===== config.mk =====
export PLATFORM = sky130hd
export DESIGN_NAME = fifo_queue_with_reverse_first_k
export DESIGN_NICKNAME = d
export VERILOG_FILES = /design/src/fqrk_pkg.sv /design/src/fqrk_dp.sv /design/src/fqrk_ctrl.sv /design/src/fifo_queue_with_reverse_first_k.sv
export SDC_FILE = /design/constraint.sdc
export NUM_CORES = 2
export LEC_CHECK = 0
export BUFFER_PORTS_ARGS = -buffer_cell sky130_fd_sc_hd__buf_2
export CORE_MARGIN = 1.5
export CORE_UTILIZATION = 55
export CTS_CLUSTER_DIAMETER = 100
export CTS_CLUSTER_SIZE = 24
export DETAILED_ROUTE_END_ITERATION = 16
export GPL_TIMING_DRIVEN = 0
export PLACE_DENSITY = 0.71
export SYNTH_ARGS = -nofsm -noshare
export SYNTH_HDL_FRONTEND = slang
export SYNTH_HIERARCHICAL = 1
export SYNTH_SLANG_ARGS = --single-unit

===== constraint.sdc =====
create_clock -name aclk -period 11 [get_ports aclk]
set_input_delay 0 -clock aclk [delete_from_list [all_inputs] [get_ports aclk]]
set_output_delay 0 -clock aclk [all_outputs]
set_load 0.03 [all_outputs]

===== src/fqrk_pkg.sv =====
// Shared types for the ring-buffer queue with front-k reversal.
package fqrk_pkg;

    // Action codes carried on the input tuser
    typedef enum logic [1:0] {
        ACT_ENQ = 2'd0,
        ACT_DEQ = 2'd1,
        ACT_REV = 2'd2
    } action_t;

    // Result status codes carried on the output tuser
    typedef enum logic [1:0] {
        ST_OK    = 2'd0,
        ST_EMPTY = 2'd1,
        ST_FULL  = 2'd2,
        ST_BADK  = 2'd3
    } status_t;

    // Read port address selection
    typedef enum logic [1:0] {
        RD_HEAD   = 2'd0,
        RD_SWAP_A = 2'd1,
        RD_SWAP_B = 2'd2
    } rd_sel_t;

    // Controller states
    typedef enum logic [3:0] {
        S_IDLE,
        S_EXEC,
        S_SW_RDA,
        S_SW_RDB,
        S_SW_WRA,
        S_SW_WRB,
        S_RD_FRONT,
        S_LD_FRONT,
        S_RESP
    } ctrl_state_t;

    // Commands from controller to datapath
    typedef struct packed {
        logic    load_item;
        logic    stat_wr;
        status_t stat_code;
        logic    do_enq;
        logic    do_deq;
        logic    sw_init;
        logic    rd_en;
        rd_sel_t rd_sel;
        logic    tmp_load;
        logic    wr_a;
        logic    wr_b;
        logic    sw_step;
        logic    front_load;
        logic    out_load;
    } dp_cmd_t;

    // Status from datapath to controller
    typedef struct packed {
        action_t act;
        logic    is_empty;
        logic    is_full;
        logic    k_bad;
        logic    k_small;
        logic    last_swap;
        logic    out_free;
    } dp_stat_t;

endpackage


===== src/fqrk_dp.sv =====
// Datapath: entry memory, ring pointers, swap walker and output register.
module fqrk_dp import fqrk_pkg::*; #(
    parameter int QUEUE_DEPTH = 64,
    localparam int AW = $clog2(QUEUE_DEPTH),
    localparam int CW = $clog2(QUEUE_DEPTH + 1)
) (
    input  logic                 aclk,
    input  logic                 aresetn,
    input  logic [1:0]           in_action,
    input  logic signed [31:0]   in_value,
    input  logic [CW-1:0]        in_k_entries,
    input  dp_cmd_t              cmd,
    output dp_stat_t             stat,
    output logic                 m_valid,
    input  logic                 m_ready,
    output logic signed [31:0]   m_out_data,
    output status_t              m_status,
    output logic [CW-1:0]        m_fill_count,
    output logic                 m_front_valid,
    output logic signed [31:0]   m_front_data
);

    localparam logic [AW-1:0] LAST_IDX = AW'(QUEUE_DEPTH - 1);

    logic [31:0] mem [QUEUE_DEPTH];

    action_t            action_reg;
    logic signed [31:0] value_reg;
    logic [CW-1:0]      k_reg;
    logic [AW-1:0]      head_reg, tail_reg, a_reg, b_reg;
    logic [CW-1:0]      occ_reg, cnt_reg;
    logic [31:0]        front_reg, tmp_reg, rd_data_reg, taken_reg;
    status_t            stat_reg;

    logic               m_valid_reg;
    logic [31:0]        m_out_data_reg, m_front_reg;
    status_t            m_status_reg;
    logic [CW-1:0]      m_fill_reg;
    logic               m_fv_reg;

    logic [AW-1:0]      head_next, tail_next, a_next, b_next, b_init;
    logic [AW:0]        b_sum;
    logic               wr_en;
    logic [AW-1:0]      wr_addr, rd_addr;
    logic [31:0]        wr_data;

    // Ring pointer steps
    assign head_next = (head_reg == LAST_IDX) ? '0 : head_reg + 1'b1;
    assign tail_next = (tail_reg == LAST_IDX) ? '0 : tail_reg + 1'b1;
    assign a_next    = (a_reg == LAST_IDX) ? '0 : a_reg + 1'b1;
    assign b_next    = (b_reg == '0) ? LAST_IDX : b_reg - 1'b1;

    // Ring slot of entry k-1, sum stays below twice the depth
    assign b_sum  = (AW+1)'(head_reg) + (AW+1)'(k_reg - 1'b1);
    assign b_init = (b_sum >= (AW+1)'(QUEUE_DEPTH)) ?
                    AW'(b_sum - (AW+1)'(QUEUE_DEPTH)) : AW'(b_sum);

    // Status back to the controller
    assign stat.act       = action_reg;
    assign stat.is_empty  = (occ_reg == '0);
    assign stat.is_full   = (occ_reg >= CW'(QUEUE_DEPTH));
    assign stat.k_bad     = (k_reg > occ_reg);
    assign stat.k_small   = (k_reg < CW'(2));
    assign stat.last_swap = (cnt_reg == CW'(1));
    assign stat.out_free  = !m_valid_reg || m_ready;

    // Write port selection
    always_comb begin
        wr_en   = cmd.do_enq || cmd.wr_a || cmd.wr_b;
        wr_addr = tail_reg;
        wr_data = value_reg;
        if (cmd.wr_a) begin
            wr_addr = a_reg;
            wr_data = rd_data_reg;
        end else if (cmd.wr_b) begin
            wr_addr = b_reg;
            wr_data = tmp_reg;
        end
    end

    // Read port selection
    always_comb begin
        case (cmd.rd_sel)
            RD_SWAP_A: rd_addr = a_reg;
            RD_SWAP_B: rd_addr = b_reg;
            default:   rd_addr = head_reg;
        endcase
    end

    // Entry memory, one write and one registered read per cycle
    always_ff @(posedge aclk) begin
        if (wr_en) begin
            mem[wr_addr] <= wr_data;
        end
        if (cmd.rd_en) begin
            rd_data_reg <= mem[rd_addr];
        end
    end

    // Ring pointers and occupancy
    always_ff @(posedge aclk) begin
        if (!aresetn) begin
            head_reg <= '0;
            tail_reg <= '0;
            occ_reg  <= '0;
        end else begin
            if (cmd.do_enq) begin
                tail_reg <= tail_next;
                occ_reg  <= occ_reg + 1'b1;
            end else if (cmd.do_deq) begin
                head_reg <= head_next;
                occ_reg  <= occ_reg - 1'b1;
            end
        end
    end

    // Item word, result status, taken word, front and swap walker
    always_ff @(posedge aclk) begin
        if (cmd.load_item) begin
            action_reg <= action_t'(in_action);
            value_reg  <= in_value;
            k_reg      <= in_k_entries;
            stat_reg   <= ST_OK;
            taken_reg  <= '0;
        end
        if (cmd.stat_wr) begin
            stat_reg <= cmd.stat_code;
        end
        if (cmd.do_deq) begin
            taken_reg <= front_reg;
        end
        if (cmd.do_enq && stat.is_empty) begin
            front_reg <= value_reg;
        end else if (cmd.front_load) begin
            front_reg <= rd_data_reg;
        end
        if (cmd.tmp_load) begin
            tmp_reg <= rd_data_reg;
        end
        if (cmd.sw_init) begin
            a_reg   <= head_reg;
            b_reg   <= b_init;
            cnt_reg <= k_reg >> 1;
        end else if (cmd.sw_step) begin
            a_reg   <= a_next;
            b_reg   <= b_next;
            cnt_reg <= cnt_reg - 1'b1;
        end
    end

    // Output register: hold until taken
    always_ff @(posedge aclk) begin
        if (!aresetn) begin
            m_valid_reg <= 1'b0;
        end else if (cmd.out_load) begin
            m_valid_reg <= 1'b1;
        end else if (m_ready) begin
            m_valid_reg <= 1'b0;
        end
    end

    always_ff @(posedge aclk) begin
        if (cmd.out_load) begin
            m_out_data_reg <= taken_reg;
            m_status_reg   <= stat_reg;
            m_fill_reg     <= occ_reg;
            m_fv_reg       <= !stat.is_empty;
            m_front_reg    <= stat.is_empty ? '0 : front_reg;
        end
    end

    assign m_valid       = m_valid_reg;
    assign m_out_data    = m_out_data_reg;
    assign m_status      = m_status_reg;
    assign m_fill_count  = m_fill_reg;
    assign m_front_valid = m_fv_reg;
    assign m_front_data  = m_front_reg;

endmodule


===== src/fqrk_ctrl.sv =====
// Controller state machine sequencing queue actions and reversal swaps.
module fqrk_ctrl import fqrk_pkg::*; (
    input  logic     aclk,
    input  logic     aresetn,
    input  logic     s_valid,
    output logic     s_ready,
    input  dp_stat_t stat,
    output dp_cmd_t  cmd
);

    ctrl_state_t state_reg, state_next;

    // State register
    always_ff @(posedge aclk) begin
        if (!aresetn) begin
            state_reg <= S_IDLE;
        end else begin
            state_reg <= state_next;
        end
    end

    // Next state and commands
    always_comb begin
        state_next = state_reg;
        cmd        = '0;
        cmd.rd_sel = RD_HEAD;
        s_ready    = 1'b0;
        case (state_reg)
            S_IDLE: begin
                s_ready = 1'b1;
                if (s_valid) begin
                    cmd.load_item = 1'b1;
                    state_next    = S_EXEC;
                end
            end
            S_EXEC: begin
                state_next = S_RESP;
                case (stat.act)
                    ACT_ENQ: begin
                        if (stat.is_full) begin
                            cmd.stat_wr   = 1'b1;
                            cmd.stat_code = ST_FULL;
                        end else begin
                            cmd.do_enq = 1'b1;
                        end
                    end
                    ACT_DEQ: begin
                        if (stat.is_empty) begin
                            cmd.stat_wr   = 1'b1;
                            cmd.stat_code = ST_EMPTY;
                        end else begin
                            cmd.do_deq = 1'b1;
                            state_next = S_RD_FRONT;
                        end
                    end
                    ACT_REV: begin
                        if (stat.k_bad) begin
                            cmd.stat_wr   = 1'b1;
                            cmd.stat_code = ST_BADK;
                        end else if (!stat.k_small) begin
                            cmd.sw_init = 1'b1;
                            state_next  = S_SW_RDA;
                        end
                    end
                    default: begin
                        state_next = S_RESP;
                    end
                endcase
            end
            S_SW_RDA: begin
                cmd.rd_en  = 1'b1;
                cmd.rd_sel = RD_SWAP_A;
                state_next = S_SW_RDB;
            end
            S_SW_RDB: begin
                cmd.rd_en    = 1'b1;
                cmd.rd_sel   = RD_SWAP_B;
                cmd.tmp_load = 1'b1;
                state_next   = S_SW_WRA;
            end
            S_SW_WRA: begin
                cmd.wr_a   = 1'b1;
                state_next = S_SW_WRB;
            end
            S_SW_WRB: begin
                cmd.wr_b    = 1'b1;
                cmd.sw_step = 1'b1;
                state_next  = stat.last_swap ? S_RD_FRONT : S_SW_RDA;
            end
            S_RD_FRONT: begin
                cmd.rd_en  = 1'b1;
                cmd.rd_sel = RD_HEAD;
                state_next = S_LD_FRONT;
            end
            S_LD_FRONT: begin
                cmd.front_load = 1'b1;
                state_next     = S_RESP;
            end
            S_RESP: begin
                if (stat.out_free) begin
                    cmd.out_load = 1'b1;
                    state_next   = S_IDLE;
                end
            end
            default: begin
                state_next = S_IDLE;
            end
        endcase
    end

endmodule


===== src/fifo_queue_with_reverse_first_k.sv =====
// Bounded queue of 32-bit words with enqueue, dequeue and reverse of the front k entries.
// Each word runs from the accepting state through the one that loads the output register:
// enqueue, refused actions and k below two pass through execute only; dequeue then reads
// the new front; reverse does floor(k/2) swaps (two reads, then two writes), then
// reads the new front. m_axis_tvalid is registered; a waiting result stalls the response.
// aresetn (synchronous) empties the queue and the output register; memory contents are kept.
module fifo_queue_with_reverse_first_k import fqrk_pkg::*; #(
    parameter int QUEUE_DEPTH = 64,
    localparam int CW = $clog2(QUEUE_DEPTH + 1),
    localparam int IN_W = ((32 + CW + 7) / 8) * 8,
    localparam int OUT_W = ((65 + CW + 7) / 8) * 8
) (
    input  logic             aclk,
    input  logic             aresetn,
    input  logic             s_axis_tvalid,
    output logic             s_axis_tready,
    input  logic [IN_W-1:0]  s_axis_tdata,   // value[31:0], k_entries, zero pad
    input  logic [1:0]       s_axis_tuser,   // action
    output logic             m_axis_tvalid,
    input  logic             m_axis_tready,
    output logic [OUT_W-1:0] m_axis_tdata,   // out_data[31:0], fill_count, front_valid,
                                             // front_data[31:0], zero pad
    output logic [1:0]       m_axis_tuser    // status
);

    dp_cmd_t            cmd;
    dp_stat_t           stat;
    logic signed [31:0] out_data, front_data;
    status_t            status;
    logic [CW-1:0]      fill_count;
    logic               front_valid;

    // Sequencer
    fqrk_ctrl u_ctrl (
        .aclk    (aclk),
        .aresetn (aresetn),
        .s_valid (s_axis_tvalid),
        .s_ready (s_axis_tready),
        .stat    (stat),
        .cmd     (cmd)
    );

    // Storage and arithmetic
    fqrk_dp #(
        .QUEUE_DEPTH (QUEUE_DEPTH)
    ) u_dp (
        .aclk          (aclk),
        .aresetn       (aresetn),
        .in_action     (s_axis_tuser),
        .in_value      (s_axis_tdata[31:0]),
        .in_k_entries  (s_axis_tdata[32 +: CW]),
        .cmd           (cmd),
        .stat          (stat),
        .m_valid       (m_axis_tvalid),
        .m_ready       (m_axis_tready),
        .m_out_data    (out_data),
        .m_status      (status),
        .m_fill_count  (fill_count),
        .m_front_valid (front_valid),
        .m_front_data  (front_data)
    );

    // Pack the result word
    assign m_axis_tdata = OUT_W'({front_data, front_valid, fill_count, out_data});
    assign m_axis_tuser = status;

endmodule

# Yosys cells after proc, flatten, opt, wreduce, memory -nomap -nowiden
# Memory sizes are Yosys's and may differ from the RTL's. A register that Yosys moved wholly into a read port is not among the register bits.
# Cells that the tools add are included.
[op_classes]
addsub = 10
n_mul = 0
n_div = 0
magnitude_cmp = 4
n_eq_ne = 18
n_shift = 0
n_mux = 58
bitwise = 1
reduce_logical = 18
[ops]
columns = ["cell", "count"]
rows = [
  ["32-bit two-way mux", 6],
  ["6-bit two-way mux", 14],
  ["4-bit case mux with 9 select lines", 1],
  ["7-bit by 1-bit subtractor with 7-bit output (second input constant)", 3],
  ["4-bit two-way mux", 5],
  ["1-bit two-way mux", 19],
  ["6-bit by 1-bit adder with 6-bit output (second input constant)", 3],
  ["6-bit equality test (second input constant)", 3],
  ["3-bit case mux with 3 select lines", 2],
  ["4-bit by 3-bit equality test with 1-bit output (second input constant)", 4],
  ["7-bit greater-or-equal comparator (second input constant)", 2],
  ["7-bit two-way mux", 2],
  ["3-bit two-way mux", 4],
  ["6-bit case mux with 2 select lines", 1],
  ["2-bit nonzero test", 6],
  ["6-bit by 1-bit subtractor with 6-bit output (second input constant)", 2],
  ["4-bit by 2-bit equality test with 1-bit output (second input constant)", 2],
  ["4-bit case mux with 2 select lines", 1],
  ["6-bit by 7-bit adder with 7-bit output", 1],
  ["7-bit by 1-bit adder with 7-bit output (second input constant)", 1],
  ["7-bit by 1-bit equality test with 1-bit output (second input constant)", 1],
  ["7-bit greater-than comparator", 1],
  ["7-bit zero test", 1],
  ["7-bit by 2-bit less-than comparator with 1-bit output (second input constant)", 1],
  ["other kinds (14)", 23],
]
[totals]
register_bits = 256
latch_bits = 0
ramBits = 2048
mem_bits_ro = 0
in_bits = 46
wordCells = 131
memories = 1
[memory_table]
columns = ["memory", "depth", "width", "read_ports", "rd_ports_with_merged_regs", "wr", "line", "text"]
rows = [
  ["u_dp.mem", 64, 32, 1, 1, 1, "fqrk_dp.sv:25", "logic [31:0] mem [QUEUE_DEPTH];"],
]

# Logic depth before layout (Yosys ltp)
[logic_depth]
word_depth = 9
depth_mapped = 19

# Cells and area by module
# Netlist, hierarchy kept.
[by_module_without_submodules]
columns = ["mod", "n_inst", "cells_per_inst", "area_per_inst_um2", "seq_area_each_um2"]
rows = [
  ["fqrk_dp", 1, 5947, 92308.5, 69817.0],
  ["fqrk_ctrl", 1, 61, 455.4, 80.1],
  ["fifo_queue_with_reverse_first_k", 1, 1, 7.5, 0.0],
]

# Least setup slack after synthesis
# No wires, ideal clock.
[synth_path]
path_type = "reg-to-reg"
start = "register u_ctrl.state_reg[2]"
end = "register u_dp.m_fill_reg[0] (netlist: u_dp/m_fill_count[0]), enable pin"
t_arrival_ns = 5.842
t_required_ns = 10.401
setup_slack_ns = 4.558
path_stages_with_launch = 4
path_buffers = 1
period_less_slack_ns = 6.442
cell_sequence = "dfxtp_1 -> buf_2 -> or2_1 -> nor3_1"
[synth_lines]
columns = ["item", "line", "text"]
rows = [
  ["from (decl)", "fqrk_ctrl.sv:11", "ctrl_state_t state_reg, state_next;"],
  ["from (signal assigned)", "fqrk_ctrl.sv:18", "state_reg <= state_next;"],
  ["to (signal assigned)", "fqrk_dp.sv:166", "m_fill_reg <= occ_reg;"],
  ["to (decl)", "fqrk_dp.sv:38", "logic [CW-1:0] m_fill_reg;"],
]

==> flow_metrics.tcl <==
set metrics [dict create \
    synth_edf_count 2311 \
    ys.warnings.count 6 \
    clk_pin_slew_worst_paths_ns 0.10 \
    finalHoldViolCount 0 \
    setup-tns-final_ns 0 \
    syn-num-nets 6092 \
    power_uw 15700 \
    largest-register "u_dp/mem" \
    core_area_um2 167000 \
    ir_drop_uv 131 \
    wl_met2_um 137000 \
    p_leak_uw 0.0341 \
    clk_latency_ns 0.81 \
    crit_buf_inv 5 \
    vias_per_cell 6.99 \
    synth-compound-area-share 0.0492 \
    cts_tree "yes" \
    ys_ff_latch 2336 \
    largest_register_ff_count 2048 \
    cpLargestDelayFamily "buffers and inverters" \
    cts.path.max_buffers 3 \
    holdWs_ns 0.0746 \
    placement.io_buffers 120 \
    synth_area_leaders "edfxtp_1, mux2i_1, nand2_1" \
    violations "capacitance limit, slew limit" \
    cp_slowest_cell "clkbuf_1" \
    synth.top_cells.by_count "edfxtp_1, nand2_1, nand3_1" \
    syn-cell-area_um2 92800 \
    area_delta_synth_final_pct 11.8 \
    routedWlPerCell_um 38.0 \
    synth_top_area_cell "edfxtp_1" \
    place_congestion 1.04 \
    h-tree-depth 3 \
    row_count 150 \
    synth.most_common_cell "edfxtp_1" \
    synth_top_family_by_area "simple AND/OR/NAND/NOR gates" \
    topRoutingLayerUsed "met5" \
    power_density_nw_per_um2 151 \
    synth_top_area_frac 0.748 \
    synth-simple-area-share 0.0921 \
    worstPathArrival_ns 7.81 \
    crit_chain "nand2b_1, nor3_2, buf_6, buf_4, ha_1, a22oi_2, o21ai_1, buf_2, buf_2, clkbuf_1, mux2_2, o211ai_1, nand4_1, a21oi_1, nand3_1" \
    cts_sinks 2336 \
    ios 122 \
    drt_iter0_drc 12800 \
    required_ns 11.39 \
    synth_async_sr_flop_share 0 \
    vias 60900 \
    relSlewSlack -0.152 \
    totalWireLength_um 331000 \
    synthMuxAreaShare 0.0735 \
    finalCritPeriodShare 0.675 \
    synth_ff_type "edfxtp_1" \
    grt_usage 0.384 \
    wl_met3_um 57700 \
    maxCapViolations 7 \
    synthAdderAreaFrac 0.00515 \
    grt_setup_unrepaired "false" \
    max_freq_mhz 135 \
    nets 6550 \
    final-setup-viol-count 0 \
    fp.dieArea_um2 171000 \
    synth.distinct_cells 72 \
    critPathKind "reg -> reg" \
    syn_area_per_cell_um2 15.4 \
    grt_max_degree 45 \
    drtAntennaViolNets 0 \
    die_y_um 414 \
    antenna_found_initial 28 \
    worst_clock_skew_ns 0.0423 \
    drtPass1Iterations 8 \
    floorplan.initialDensity 0.554 \
    synthCells 6009 \
    drc 0 \
    grt_pass1_wl_um 445000 \
    wl_met1_um 106000 \
    worst_path_most_repeated_cell "buf_2" \
    root_buffer "clkbuf_16" \
    grt_pass1_vias 56300 \
    grt_overflow 0 \
    holdCritPathClass "in -> reg" \
    drive_gt1_frac 0.129 \
    synth_xor_area_frac 0.00302 \
    post-route-min-period_ns 7.42 \
    cp-end-kind "flip-flop" \
    max_stage_delay_ns 1.11 \
    yosysSeqAreaShare 0.753 \
    worst_slew_pin_slew_ns 1.73 \
    status "complete, but fails checks" \
    final_max_slew_viol_count 61 \
    die_w_um 414 \
    cts_resized 0 \
    hpwlAfterDp_um 231000 \
    crit_path_start_kind "flip-flop" \
    worst-path-max-fanout 10 \
    cts_inserted_buffers 107 \
]
==> per-stage QoR <==
stage,setup WS (ns),instance area [um2],std cells,utilization
final,3.58,104000,8713,0.619
after global routing,3.84,104000,8694,0.619
after CTS,3.90,104000,8686,0.619
after detailed placement,4.01,99900,8476,0.597
after global placement,0.417,96100,8333,0.574
after floorplan,4.56,92800,6009,-
==> area by class of cell <==
type / count / area [um2]
fill: 11900 / 63700
clock buffer: 118 / 2760
timing repair buffer: 349 / 4340
tap: 2204 / 2760
sequential: 2336 / 69900
buffer: 363 / 1920
multi-input combinational: 3234 / 21600
inverter: 76 / 285
antenna: 27 / 67.6
clock inverter: 6 / 80.1
==> path summary, 6_finish.rpt <==
check,startpoint,to,slack [ns],cells past startpoint
worst max-delay path,u_ctrl/state_reg[3],u_dp/rd_data_reg[23],3.58,15
worst min-delay path,aresetn,u_ctrl/state_reg[1],0.07,3
worst max register to register,u_ctrl/state_reg[3],u_dp/rd_data_reg[23],3.58,15
worst min register to register,u_dp/taken_reg[23],u_dp/m_out_data[23],0.42,0
==> cells by family (layout without fill, tap and decap cells) <==
group,Yosys count,in the layout
compound gates,658,658
xor+xnor,32,32
fa+ha+maj,37,37
flops,2336,2336
other cells,0,27
buf+inv,439,912
simple gates,1928,1928
mux,579,579
==> per-layer routing <==
layer  vias to the layer above  GRT usage
li1                      23800          -
met1                     29900      0.479
met2                      5786      0.543
met3                      1396      0.159
met4                        20      0.268
met5                         -   0.000283
==> report_power, final <==
part	leakage [uW]	switching (uW)	internal (uW)
Sequential	0.0210	29.5	9950
Clock	0.00139	2690	1790
Combinational	0.0117	890	344
Total	0.0341	3610	12100
==> placed cells by master, fill, tap and decap left out, types with 20 or more instances in the layout <==
cell type      instances
edfxtp_1            2311
nand2_1             1035
buf_2                237
a31oi_1               84
dfxtp_1               25
buf_16                23
o221ai_1              71
and2_1                72
a41oi_1               20
nand3_1              516
diode_2               27
a21oi_1               75
nand4_1               20
buf_4                 35
buf_6                 31
dlygate4sd3_1         86
ha_1                  35
a211oi_1              31
o22ai_1               52
nor3_1                40
nor2_4                65
a22oi_1               25
or4_1                 24
a32oi_1               32
buf_12               111
inv_1                 76
mux2_2                65
nor2_1                69
o21ai_0               58
o211ai_1             112
mux4_2                75
xnor2_1               20
mux2i_1              439
clkbuf_1             159
buf_1                 31
clkbuf_16            109
o21ai_4               32
==> worst register-to-register path, delay by kind of cell, from the launching register on <==
kind                       cells  cell delay [ns]
buffers and inverters          5             2.72
AOI/OAI and AO/OA              4             1.82
and+or+nand+nor                4             1.34
muxes                          1             0.44
DFF                            1             0.40
adders and majority gates      1             0.27
==> repair_timing <==
action | in CTS | in global routing
hold buffers | 86 | 0
setup buffers | 0 | 0
setup endpoints to repair | 0 | 0
hold endpoints to repair | 83 | 0
Power figures use the tool's default switching activity.
